File: src/rtl/bals_pkg.sv
package bals_pkg;

  localparam int unsigned MEM_BYTES = 65536;
  localparam int unsigned ADDR_W    = $clog2(MEM_BYTES);

  localparam logic REQ_LOAD  = 1'b0;
  localparam logic REQ_STORE = 1'b1;

  localparam logic [1:0] SZ_BYTE = 2'd0;
  localparam logic [1:0] SZ_HALF = 2'd1;
  localparam logic [1:0] SZ_WORD = 2'd2;

  localparam logic [1:0] ST_OK    = 2'd0;
  localparam logic [1:0] ST_RANGE = 2'd1;
  localparam logic [1:0] ST_ALIGN = 2'd2;

  typedef enum logic [2:0] {
    S_CLEAR,
    S_IDLE,
    S_CHECK,
    S_ACCESS,
    S_LOAD_CAP,
    S_DONE
  } state_t;

  typedef struct packed {
    logic              we;
    logic              re;
    logic [ADDR_W-1:0] addr;
    logic [7:0]        wdata;
  } mem_req_t;

  typedef struct packed {
    logic        valid;
    logic [31:0] rdata;
    logic [1:0]  status;
  } res_t;

endpackage

File: src/rtl/bals_seq.sv
module bals_seq (
  input  logic               clk,
  input  logic               rst_n,
  input  logic               in_valid,
  output logic               in_ready,
  input  logic               req_type,
  input  logic [1:0]         access_size,
  input  logic [31:0]        byte_address,
  input  logic [31:0]        write_data,
  input  logic               res_take,
  output bals_pkg::res_t     res,
  output bals_pkg::mem_req_t mem_req,
  input  logic [7:0]         mem_rd_data
);
  import bals_pkg::*;

  state_t            state_r, state_nxt;
  logic [ADDR_W-1:0] clr_cnt_r, clr_cnt_nxt;
  logic [31:0]       addr_r, addr_nxt;
  logic [31:0]       wdata_r, wdata_nxt;
  logic              store_r, store_nxt;
  logic [1:0]        mask_r, mask_nxt;
  logic [1:0]        idx_r, idx_nxt;
  logic [31:0]       rdata_r, rdata_nxt;
  logic [1:0]        status_r, status_nxt;

  logic [ADDR_W:0]   cur_addr;
  logic              cur_out;
  logic              last_byte;
  logic              addr_range_bad;
  logic              accept;
  logic [1:0]        size_mask;

  assign accept         = in_valid && in_ready;
  assign cur_addr       = {1'b0, addr_r[ADDR_W-1:0]} + {{(ADDR_W-1){1'b0}}, idx_r};
  assign cur_out        = cur_addr >= (ADDR_W+1)'(MEM_BYTES);
  assign last_byte      = idx_r == mask_r;
  assign addr_range_bad = {1'b0, addr_r} >= 33'(MEM_BYTES);

  always_comb begin
    unique case (access_size)
      SZ_BYTE: size_mask = 2'd0;
      SZ_HALF: size_mask = 2'd1;
      default: size_mask = 2'd3;
    endcase
  end

  always_comb begin
    state_nxt = state_r;
    unique case (state_r)
      S_CLEAR: begin
        if (clr_cnt_r == ADDR_W'(MEM_BYTES - 1)) state_nxt = S_IDLE;
      end
      S_IDLE: begin
        if (accept) state_nxt = S_CHECK;
      end
      S_CHECK: begin
        if (addr_range_bad || ((addr_r[1:0] & mask_r) != 2'd0)) begin
          state_nxt = S_DONE;
        end else begin
          state_nxt = S_ACCESS;
        end
      end
      S_ACCESS: begin
        if (cur_out) begin
          state_nxt = S_DONE;
        end else if (!store_r) begin
          state_nxt = S_LOAD_CAP;
        end else if (last_byte) begin
          state_nxt = S_DONE;
        end
      end
      S_LOAD_CAP: begin
        state_nxt = last_byte ? S_DONE : S_ACCESS;
      end
      S_DONE: begin
        if (res_take) state_nxt = S_IDLE;
      end
      default: state_nxt = S_CLEAR;
    endcase
  end

  always_comb begin
    clr_cnt_nxt   = clr_cnt_r;
    addr_nxt      = addr_r;
    wdata_nxt     = wdata_r;
    store_nxt     = store_r;
    mask_nxt      = mask_r;
    idx_nxt       = idx_r;
    rdata_nxt     = rdata_r;
    status_nxt    = status_r;
    in_ready      = 1'b0;
    mem_req.we    = 1'b0;
    mem_req.re    = 1'b0;
    mem_req.addr  = cur_addr[ADDR_W-1:0];
    mem_req.wdata = wdata_r[8*idx_r +: 8];
    res.valid     = 1'b0;
    res.rdata     = rdata_r;
    res.status    = status_r;
    unique case (state_r)
      S_CLEAR: begin
        mem_req.we    = 1'b1;
        mem_req.addr  = clr_cnt_r;
        mem_req.wdata = 8'd0;
        clr_cnt_nxt   = clr_cnt_r + ADDR_W'(1);
      end
      S_IDLE: begin
        in_ready = 1'b1;
        if (in_valid) begin
          addr_nxt   = byte_address;
          wdata_nxt  = write_data;
          store_nxt  = req_type == REQ_STORE;
          mask_nxt   = size_mask;
          idx_nxt    = 2'd0;
          rdata_nxt  = 32'd0;
          status_nxt = ST_OK;
        end
      end
      S_CHECK: begin
        if (addr_range_bad) begin
          status_nxt = ST_RANGE;
        end else if ((addr_r[1:0] & mask_r) != 2'd0) begin
          status_nxt = ST_ALIGN;
        end
      end
      S_ACCESS: begin
        if (!cur_out) begin
          mem_req.we = store_r;
          mem_req.re = !store_r;
          if (store_r && !last_byte) idx_nxt = idx_r + 2'd1;
        end
      end
      S_LOAD_CAP: begin
        rdata_nxt[8*idx_r +: 8] = mem_rd_data;
        if (!last_byte) idx_nxt = idx_r + 2'd1;
      end
      S_DONE: begin
        res.valid = 1'b1;
      end
      default: begin
      end
    endcase
  end

  always_ff @(posedge clk) begin
    if (!rst_n) begin
      state_r   <= S_CLEAR;
      clr_cnt_r <= '0;
    end else begin
      state_r   <= state_nxt;
      clr_cnt_r <= clr_cnt_nxt;
    end
  end

  always_ff @(posedge clk) begin
    addr_r   <= addr_nxt;
    wdata_r  <= wdata_nxt;
    store_r  <= store_nxt;
    mask_r   <= mask_nxt;
    idx_r    <= idx_nxt;
    rdata_r  <= rdata_nxt;
    status_r <= status_nxt;
  end

endmodule

File: config.mk
export PLATFORM = sky130hd
export DESIGN_NAME = bals_seq
export DESIGN_NICKNAME = d
export VERILOG_FILES = /design/src/rtl/bals_pkg.sv /design/src/rtl/bals_seq.sv
export SDC_FILE = /design/constraint.sdc
export NUM_CORES = 1
export LEC_CHECK = 0
export BUFFER_PORTS_ARGS = -buffer_cell sky130_fd_sc_hd__buf_2
export CAP_MARGIN = 10
export CORE_MARGIN = 2
export CORE_UTILIZATION = 53
export DETAILED_ROUTE_END_ITERATION = 16
export MAX_ROUTING_LAYER = met4
export PLACE_DENSITY = 0.8
export SLEW_MARGIN = 20
export SYNTH_ARGS = -nofsm -noshare
export SYNTH_HDL_FRONTEND = slang
export SYNTH_SLANG_ARGS = --single-unit
File: constraint.sdc
create_clock -name clk -period 3.1 [get_ports clk]
set_input_delay 0.465 -clock clk [delete_from_list [all_inputs] [get_ports clk]]
set_output_delay 0.465 -clock clk [all_outputs]
set_load 0.03 [all_outputs]
==> out/metrics.cfg, run 1 <==
[worst_setup_path]
end_kind = primary output
max_stage_delay_ps = 450
reg2reg_from = idx_r[0]$_SDFFCE_PN0P_
critPathBufInv = 1
path_class = reg2out
arrival_ps = 2450
path_cells = ha_1 > a21o_1 > nand4_1 > nor3_1 > xnor2_1 > o21ai_0 > buf_2
critPathMaxFanout = 5
worstSetupStartpointType = flop
path_delay_family = simple AND/OR/NAND/NOR gates
slowest_stage = edfxtp_1
crit_required_ps = 2630
startpoint = addr_r[1]$_DFFE_PP_

[grt]
grt_remaining_overflow = 0
antenna_found_initial = 0
first_global_vias = 4142
top_usage_layer = met2
grt_max_degree = 68
met2_usage_pct = 36.12
grtUsageMet1_pct = 29.58
grt_usage_pct = 23.67
use_met3_pct = 6.991
grt_pass1_wl_um = 20070

[clocking]
clk_latency_ps = 520
cts_resized = 0
numCtsBuffers = 17
cts_tree = yes
clock-root-buffer = clkbuf_8
htree_levels = 4
holdBufCountCts = 0
postCtsSetupRepairBufs = 0
clk_pin_slew_worst_paths_ps = 60
clock_sinks = 122
clockBufferDepth = 2

[synth]
post_synth_num_cell_types = 48
syn_inst = 457
synth-seq-cells = 122
syn-cell-area_mm2 = 0.005605
asyncSetResetFlopFracSynth_pct = 0
synth_flop_cell = edfxtp_1
syn-num-nets = 545
synth_edf_count = 103
syn_area_per_cell_um2 = 12.27
ys_top_cells_by_area = edfxtp_1, dfxtp_1, nor2_1
yosysSeqAreaShare_pct = 61.96
synth_top_area_share_pct = 55.18
synth_top_area_cell = edfxtp_1
ys_warn_count = 0

[power]
combPwrFrac_pct = 2.2
switching_share_pct = 20.29
p_leak_nw = 2.698
internal_power_mw = 3.139
p_per_area_mw_per_mm2 = 555.5
p_total_mw = 3.938
p_sw_uw = 798.9
seqPwrFrac_pct = 45.1
p_clk_share_pct = 52.7
peakVddDrop_uv = 409.5

[timing]
fmax_ghz = 0.3431
finalHoldViolCount = 0
period_share_pct = 94.01
worst_slack_ps = 185.6
worst_slew_pin_slew_ps = 910.2
drv_slew = 0
tns_ps = 0
slew_headroom_pct = 38.86
fin_crit_ps = 2914
setup_violations = 0
rsz0062_at_grt = no
skew_ps = 9.698

[placement]
post-place-ws_ps = 641.9
dp.cells = 725
hpwl_um = 8977
portBuffers = 140
placed_area_mm2 = 0.006446
place.gp.congestion = 0.9133

[finish]
syn2layout_area_growth_pct = 26.47
nNetsFinal = 696
fill_cells = 773
drive_above_1_share_pct = 31.72
layout_commonest_cell = buf_2
diodes = 0
instances_no_fill = 757
register_area_mm2 = 0.003473
fin_area_mm2 = 0.007089
mostFrequentLayoutCells = buf_2, edfxtp_1, nor2_1
multi_input_area_mm2 = 0.002031

[detailed_routing]
drt_wl_total_um = 12640
ant_nets = 0
drc = 0
drt-initial-drc-count = 337
dr.pass1.iters = 6
wire_per_inst_um = 16.70
vias = 4185
viasPerCell = 5.528

[hold_path]
hold_class = in2reg
min_from = write_data[14]

[floorplan]
die_w_um = 106.8
fp.dieH_um = 106.8
coreArea_mm2 = 0.01028
row_count = 37
start_util_pct = 54.54
ios = 141
dieArea_mm2 = 0.01141

[run_status]
status = finished, final reports clean

[run]
drv_cap = 0

[metrics by stage]
step / util, % / hold slack (ps)
floorplan: - / 466.0
global placement: 62.72 / 476.9
detailed placement: 62.72 / 497.7
CTS: 68.80 / 109.4
global route: 68.98 / 102.7
finish: 68.98 / 118.1
[final cells by class]
cell class | instances | share of cell area [%]
clock inverter | 15 | 2.965
sequential | 122 | 48.99
tap | 136 | 2.400
inverter | 6 | 0.3177
multi-input combinational | 314 | 28.64
timing repair buffer | 147 | 10.84
clock buffer | 17 | 5.842
[power by group through the flow]
stage          combinational (mW)  clock, mW  sequential [mW]
2_1_floorplan              0.0233          0             1.81
3_3_place_gp               0.0836          0             1.81
3_5_place_dp               0.0856          0             1.81
4_1_cts                    0.0862       2.09             1.78
5_1_grt                    0.0961       2.18             1.78
6_report                   0.0867       2.07             1.78
[synth_stat cells (all sizes together) (2+ instances only)]
library cell	instances
nand4	11
and4	4
mux2i	2
o22ai	2
buf	4
nand2	42
and3	6
a21oi	37
nand3	9
and2	11
mux4	8
a221oi	2
dfxtp	19
or2	2
nor2b	34
a41oi	2
nor3	10
ha	8
clkbuf	10
nand2b	3
nor4	5
xor2	18
edfxtp	103
a22oi	2
nor2	58
o21ai	15
xnor2	13
inv	5
[state kept, by name, indices dropped and copies added (netlist names)]
name,cells
clr_cnt_r,16
idx_r,2
state_r,3
wdata_r,32
rdata_r,32
status_r,2
store_r,1
addr_r,32
mask_r,2
[per-layer routing]
layer,routed length [µm],share of wire (%)
met1,5187,41
met2,6039,48
met3,1009,8.0
met4,404,3.2
met5,0,0
[worst paths after layout]
kind | to | slack [ps] | depth (start not counted)
setup / recovery | mem_req[21] | 190 | 7
hold / removal | wdata_r[14]$_DFFE_PP_ | 120 | 1
setup reg to reg | rdata_r[10]$_SDFFCE_PN0P_ | 640 | 7
hold reg to reg | clr_cnt_r[1]$_SDFFE_PN0P_ | 510 | 2
[logic make-up (layout without fill, tap and decap cells)]
group           Yosys count  count (layout)  synth area share, %
compound gates           65              65                6.764
buf+inv                  21             185                2.098
fa+ha+maj                 9               9                2.143
mux                      10              10                3.839
simple gates            199             199                18.35
xor+xnor                 31              31                4.844
flops                   122             122                61.96
No activity file was read; power rests on OpenSTA's default activity.
==> inputs of run 2 (changes only) <==
--- a/config.mk
+++ b/config.mk
@@ -5,10 +5,11 @@
 export SDC_FILE = /design/constraint.sdc
 export NUM_CORES = 1
 export LEC_CHECK = 0
+export ABC_AREA = 1
 export BUFFER_PORTS_ARGS = -buffer_cell sky130_fd_sc_hd__buf_2
 export CAP_MARGIN = 10
 export CORE_MARGIN = 2
-export CORE_UTILIZATION = 53
+export CORE_UTILIZATION = 54
 export DETAILED_ROUTE_END_ITERATION = 16
 export MAX_ROUTING_LAYER = met4
 export PLACE_DENSITY = 0.8
==> run 2 against run 1 <==
Against the previous run: global-route usage is 0.84 points higher; design area is 3.1% higher; combinational power is 1% higher; clock skew is 1.6 ps lower; critical endpoint is now mem_req[17]; maximum frequency is 1.5% higher.
==> out/metrics.cfg, run 2 <==
[timing]
period_share_pct = 92.66  ; was 94.01%
finalHoldViolCount = 0  ; unchanged
drv_slew = 0  ; unchanged
slew_headroom_pct = 51.88  ; was 38.86%
rsz0062_at_grt = no  ; unchanged
fmax_ghz = 0.3481  ; was 0.3431 GHz
skew_ps = 8.117  ; was 9.698 ps
worst_slew_pin_slew_ps = 719.1  ; was 910.2 ps
worst_slack_ps = 227.4  ; was 185.6 ps
setup_violations = 0  ; unchanged
fin_crit_ps = 2873  ; was 2914 ps
tns_ps = 0  ; unchanged

[clocking]
holdBufCountCts = 0  ; unchanged
clock-root-buffer = clkbuf_8  ; unchanged
clockBufferDepth = 2  ; unchanged
postCtsSetupRepairBufs = 0  ; unchanged
clock_sinks = 122  ; unchanged
clk_latency_ps = 520  ; about the same
numCtsBuffers = 17  ; unchanged
cts_resized = 0  ; unchanged
cts_tree = yes  ; unchanged
clk_pin_slew_worst_paths_ps = 60  ; about the same
htree_levels = 4  ; unchanged

[grt]
grt_pass1_wl_um = 21260  ; was 20070 µm
grt_max_degree = 33  ; was 68
grt_usage_pct = 24.51  ; was 23.67%
first_global_vias = 4505  ; was 4142
grt_remaining_overflow = 0  ; unchanged
antenna_found_initial = 0  ; unchanged

[worst_setup_path]
path_class = reg2out  ; unchanged
critPathMaxFanout = 5  ; unchanged
arrival_ps = 2410  ; was 2450 ps
end_kind = primary output  ; unchanged
worstSetupStartpointType = flop  ; unchanged
crit_required_ps = 2630  ; about the same

[power]
combPwrFrac_pct = 2.3  ; was 2.2%
p_per_area_mw_per_mm2 = 524.8  ; was 555.5 mW/mm²
p_leak_nw = 3.015  ; was 2.698 nW
switching_share_pct = 20.56  ; was 20.29%
p_sw_uw = 788.2  ; was 798.9 µW
p_clk_share_pct = 51.4  ; was 52.7%
internal_power_mw = 3.046  ; was 3.139 mW
seqPwrFrac_pct = 46.3  ; was 45.1%
peakVddDrop_uv = 467.4  ; was 409.5 µV

[synth]
synth-seq-cells = 122  ; unchanged
synth.most_common_cell = nand2_1  ; was edfxtp_1
post_synth_num_cell_types = 40  ; was 48
ys_top_cells_by_area = edfxtp_1, nand2_1, dfxtp_1  ; was edfxtp_1, dfxtp_1, nor2_1
syn-cell-area_mm2 = 0.005864  ; was 0.005605 mm²
asyncSetResetFlopFracSynth_pct = 0  ; unchanged
synth_flop_cell = edfxtp_1  ; unchanged
synth_top_area_cell = edfxtp_1  ; unchanged
synthTopCellsByCount = nand2_1, edfxtp_1, nor2_1, inv_1, o21ai_0  ; was edfxtp_1, nor2_1, nand2_1, a21oi_1, nor2b_1
synth_top_area_share_pct = 52.74  ; was 55.18%
syn_area_per_cell_um2 = 9.520  ; was 12.27 µm²
yosysSeqAreaShare_pct = 59.23  ; was 61.96%
synth_edf_count = 103  ; unchanged
ys_warn_count = 0  ; unchanged
syn_inst = 616  ; was 457
syn-num-nets = 704  ; was 545

[hold_path]
hold_class = in2reg  ; unchanged

[detailed_routing]
top_layer = met4  ; unchanged
vias = 4843  ; was 4185
wire_per_inst_um = 14.83  ; was 16.70 µm
dr_wl_met3_um = 807  ; was 1009 µm
dr.pass1.iters = 6  ; unchanged
viasPerCell = 5.293  ; was 5.528
drt_wl_total_um = 13570  ; was 12640 µm
drc = 0  ; unchanged
ant_nets = 0  ; unchanged
wl_met1_um = 5885  ; was 5187 µm
wl_met2_um = 6682  ; was 6039 µm
drt-initial-drc-count = 365  ; was 337

[placement]
hpwl_um = 9607  ; was 8977 µm
post-place-ws_ps = 711.6  ; was 641.9 ps
place.gp.congestion = 0.8511  ; was 0.9133
portBuffers = 140  ; unchanged
dp.cells = 883  ; was 725

[finish]
reg_top3 = addr_r (32), rdata_r (32), wdata_r (32)  ; unchanged
diodes = 0  ; unchanged
layout_commonest_cell = buf_2  ; unchanged
syn2layout_area_growth_pct = 24.58  ; was 26.47%
instances_no_fill = 915  ; was 757
nNetsFinal = 850  ; was 696
multi_input_area_mm2 = 0.002019  ; was 0.002031 mm²
drive_above_1_share_pct = 26.97  ; was 31.72%
mostFrequentLayoutCells = buf_2, nand2_1, edfxtp_1  ; was buf_2, edfxtp_1, nor2_1
finish.utilization_pct = 68.29  ; was 68.98%
register_area_mm2 = 0.003473  ; unchanged
fill_cells = 844  ; was 773

[run]
drv_cap = 0  ; unchanged

[run_status]
status = finished, final reports clean  ; unchanged

[floorplan]
row_count = 38  ; was 37
start_util_pct = 54.82  ; was 54.54%
die_w_um = 108.2  ; was 106.8 µm
dieArea_mm2 = 0.01171  ; was 0.01141 mm²
ios = 141  ; unchanged
coreArea_mm2 = 0.01070  ; was 0.01028 mm²
fp.dieH_um = 108.2  ; was 106.8 µm

==> run 2: cell count changes after synthesis, moves of 8 or more <==
cell	change
o21ai_0	+25
nor2b_1	-34
nor2_2	+9
nand3_1	+17
buf_2	+8
nand2_1	+62
inv_1	+60
nor2_1	+42
xor2_1	-11
and2_1	-11
xnor2_1	-11
==> run 2: worst paths after layout <==
check,from,end,slack [ps],cells past startpoint
worst max-delay path,addr_r[1]$_DFFE_PP_,mem_req[17],230,9
worst min-delay path,write_data[26],wdata_r[26]$_DFFE_PP_,110,1
worst max register to register,idx_r[1]$_SDFFCE_PN0P_,rdata_r[3]$_SDFFCE_PN0P_,650,7
worst min register to register,clr_cnt_r[0]$_SDFFE_PN0P_,clr_cnt_r[0]$_SDFFE_PN0P_,520,2
==> run 2: power by group through the flow <==
stage | registers (mW) | clock network (mW) | logic [mW]
after floorplan | 1.81 | 0 | 0.0316
after global placement | 1.81 | 0 | 0.0832
after detailed placement | 1.81 | 0 | 0.0870
after CTS | 1.78 | 1.99 | 0.0875
after global routing | 1.77 | 2.07 | 0.0978
final | 1.78 | 1.97 | 0.0877
==> run 2: cell families after synthesis <==
group	count (synthesis)	share of synthesized area, %
AOI/OAI and AO/OA	112	10.77
xor gates and xnor gates	9	1.344
adders and majority gates	9	2.048
buffers and inverters	93	6.529
DFF	122	59.23
and+or+nand+nor	271	20.08
==> run 2: critical path: stages, from the launching register on <==
cell,delay (ps)
edfxtp_1,480
ha_1,320
nand3_1,70
nand2_1,190
nand2_1,140
nor2_2,160
xor2_1,170
nand2_1,70
o21ai_1,70
buf_2,210
==> run 2: layout make-up <==
cell class              count  area share (%)
multi-input cells         401           27.64
clock inverters            14           2.346
repair buffers            146           10.55
inverters                  74           3.802
well taps                 140           2.398
clock buffers              18           5.720
flip-flops and latches    122           47.54
==> run 2: metrics by stage <==
| step | hold slack, ps | power [mW] | area, µm² |
|---|---|---|---|
| global placement | 489.3 | 1.892 | 6716 |
| floorplan | 461.1 | 1.840 | 5872 |
| global route | 94.59 | 3.940 | 7306 |
| detailed placement | 509.2 | 1.897 | 6716 |
| CTS | 100.1 | 3.856 | 7306 |
| finish | 114.1 | 3.834 | 7306 |
==> run 2: metal layers <==
layer	vias up	GRT usage, %
li1	2383	-
met2	160	38.86
met5	-	-
met3	20	6.028
met4	0	8.242
met1	2280	31.11
==> inputs of run 3 (changes only) <==
==> constraint.sdc (replaced) <==
create_clock -name clk -period 3.1 [get_ports clk]
set_input_delay 0.31 -clock clk [delete_from_list [all_inputs] [get_ports clk]]
set_output_delay 0.31 -clock clk [all_outputs]
set_load 0.03 [all_outputs]
==> run 3 against run 2 <==
Against the previous run: global-route usage up 4.0 points; combinational power up 81%; first-iteration DRC count up 22%; count of clock-buffer cells in the layout down 1; clock power up 7%; critical endpoint is now mem_req[24]; largest power group unchanged.
==> out/metrics.cfg, run 3 (synthesis gave the netlist of run 2 again) <==
[finish]
drive_above_1_share_pct = 25.00  ; was 26.97%
diodes = 0  ; unchanged
reg_top3 = addr_r (32), rdata_r (32), wdata_r (32)  ; unchanged
fill_cells = 705  ; was 844
nNetsFinal = 915  ; was 850
finish.utilization_pct = 74.66  ; was 68.29%
layout_commonest_cell = buf_2  ; unchanged
syn2layout_area_growth_pct = 36.19  ; was 24.58%
fin_area_mm2 = 0.007986  ; was 0.007306 mm²
mostFrequentLayoutCells = buf_2, nand2_1, edfxtp_1  ; unchanged
instances_no_fill = 980  ; was 915

[timing]
rsz0062_at_grt = no  ; unchanged
worst_slew_pin_slew_ps = 686.7  ; was 719.1 ps
skew_ps = 8.149  ; was 8.117 ps
worst_slack_ps = 283.0  ; was 227.4 ps
drv_slew = 0  ; unchanged
fmax_ghz = 0.3550  ; was 0.3481 GHz
finalHoldViolCount = 0  ; unchanged
holdWs_ps = 54.47  ; was 114.1 ps
tns_ps = 0  ; unchanged
period_share_pct = 90.87  ; was 92.66%
setup_violations = 0  ; unchanged
slew_headroom_pct = 54.05  ; was 51.88%
fin_crit_ps = 2817  ; was 2873 ps

[worst_setup_path]
worst_r2r_endpoint = rdata_r[1]$_SDFFCE_PN0P_  ; was rdata_r[3]$_SDFFCE_PN0P_
r2r_slack_ps = 690  ; was 650 ps
end_kind = primary output  ; unchanged
arrival_ps = 2510  ; was 2410 ps
crit_required_ps = 2790  ; was 2630 ps
rr_worst_depth = 7  ; unchanged
reg2reg_from = idx_r[0]$_SDFFCE_PN0P_  ; was idx_r[1]$_SDFFCE_PN0P_
critPathMaxFanout = 6  ; was 5
path_class = reg2out  ; unchanged
worstSetupStartpointType = flop  ; unchanged

[floorplan]
coreArea_mm2 = 0.01070  ; unchanged
die_w_um = 108.2  ; unchanged
ios = 141  ; unchanged
row_count = 38  ; unchanged
start_util_pct = 54.82  ; unchanged
fp.dieH_um = 108.2  ; unchanged
dieArea_mm2 = 0.01171  ; unchanged

[placement]
post-place-ws_ps = 730.8  ; was 711.6 ps
placed_area_mm2 = 0.006696  ; was 0.006716 mm²
portBuffers = 140  ; unchanged
place.gp.congestion = 0.9052  ; was 0.8511
hpwl_um = 9820  ; was 9607 µm
dp.cells = 882  ; was 883

[grt]
grt_usage_pct = 28.53  ; was 24.51%
first_global_vias = 5019  ; was 4505
grt_pass1_wl_um = 24710  ; was 21260 µm
grt_max_degree = 50  ; was 33
antenna_found_initial = 0  ; unchanged
grt_remaining_overflow = 0  ; unchanged

[clocking]
clock_sinks = 122  ; unchanged
numCtsBuffers = 17  ; unchanged
holdBufCountCts = 66  ; was 0
clock-root-buffer = clkbuf_8  ; unchanged
htree_levels = 4  ; unchanged
cts_resized = 0  ; unchanged
clk_latency_ps = 530  ; was 520 ps
clockBufferDepth = 2  ; unchanged
clk_pin_slew_worst_paths_ps = 60  ; about the same
cts_tree = yes  ; unchanged
postCtsSetupRepairBufs = 0  ; unchanged

[run_status]
status = finished, final reports clean  ; unchanged

[detailed_routing]
viasPerCell = 5.272  ; was 5.293
drc = 0  ; unchanged
dr.pass1.iters = 7  ; was 6
drt-initial-drc-count = 444  ; was 365
drt_wl_total_um = 15650  ; was 13570 µm
wire_per_inst_um = 15.97  ; was 14.83 µm
vias = 5167  ; was 4843
ant_nets = 0  ; unchanged

[power]
peakVddDrop_uv = 365.3  ; was 467.4 µV
p_leak_nw = 3.302  ; was 3.015 nW
p_per_area_mw_per_mm2 = 505.9  ; was 524.8 mW/mm²
p_total_mw = 4.040  ; was 3.834 mW

[hold_path]
min_to = mask_r[0]$_DFFE_PP_  ; was wdata_r[26]$_DFFE_PP_
whs_path_depth = 2  ; was 1
min_from = access_size[0]  ; was write_data[26]
hold_class = in2reg  ; unchanged

[run]
drv_cap = 0  ; unchanged

==> run 3: cell count changes in the layout (fill, tap and decap cells not counted), sizes merged <==
cell and delta:
dlygate4sd3 +66, clkinv -1, clkbuf -1, inv +1
bufinv +1, buf -1
==> run 3: power breakdown <==
| part | total, mW | switching (mW) | internal (mW) | leakage [nW] |
|---|---|---|---|---|
| logic | 0.159 | 0.0589 | 0.100 | 1.87 |
| registers | 1.77 | 0.00375 | 1.77 | 1.13 |
| clock network | 2.11 | 0.782 | 1.32 | 0.303 |
==> run 3: layout make-up <==
type | instances | area (µm²) | area share [%]
Clock inverter | 15 | 215.2 | 2.695
Tap cell | 140 | 175.2 | 2.193
Inverter | 74 | 277.8 | 3.478
Multi-Input combinational cell | 401 | 2019 | 25.29
Timing Repair Buffer | 211 | 1411 | 17.67
Clock buffer | 17 | 414.1 | 5.186
Sequential cell | 122 | 3473 | 43.49
==> run 3: worst max-delay path by stage <==
stage	start	endpoint	slack (ps)
finish	addr_r[0]$_DFFE_PP_	mem_req[24]	280
global route	addr_r[0]$_DFFE_PP_	mem_req[24]	110
CTS	addr_r[0]$_DFFE_PP_	mem_req[24]	260
detailed placement	state_r[1]$_SDFFE_PN0P_	rdata_r[6]$_SDFFCE_PN0P_	730
global placement	state_r[1]$_SDFFE_PN0P_	rdata_r[6]$_SDFFCE_PN0P_	880
floorplan	state_r[0]$_SDFFE_PN0P_	rdata_r[0]$_SDFFCE_PN0P_	360
==> run 3: worst max-delay path: stages (launching register included) <==
cell	delay, ps
edfxtp_1	410
ha_1	250
fa_1	420
nand3_1	140
nor2_2	80
nand2_1	160
nand3b_1	120
nor2_1	180
buf_2	230
==> run 3: metal layers <==
layer  part of all wire [%]  global-route usage (%)  up-vias
met5                      0                       -        -
met4                    2.0                   10.16        0
met3                    6.7                   5.184       31
met2                     51                   47.53      253
met1                     40                   35.12     2367
li1                       -                       -     2516
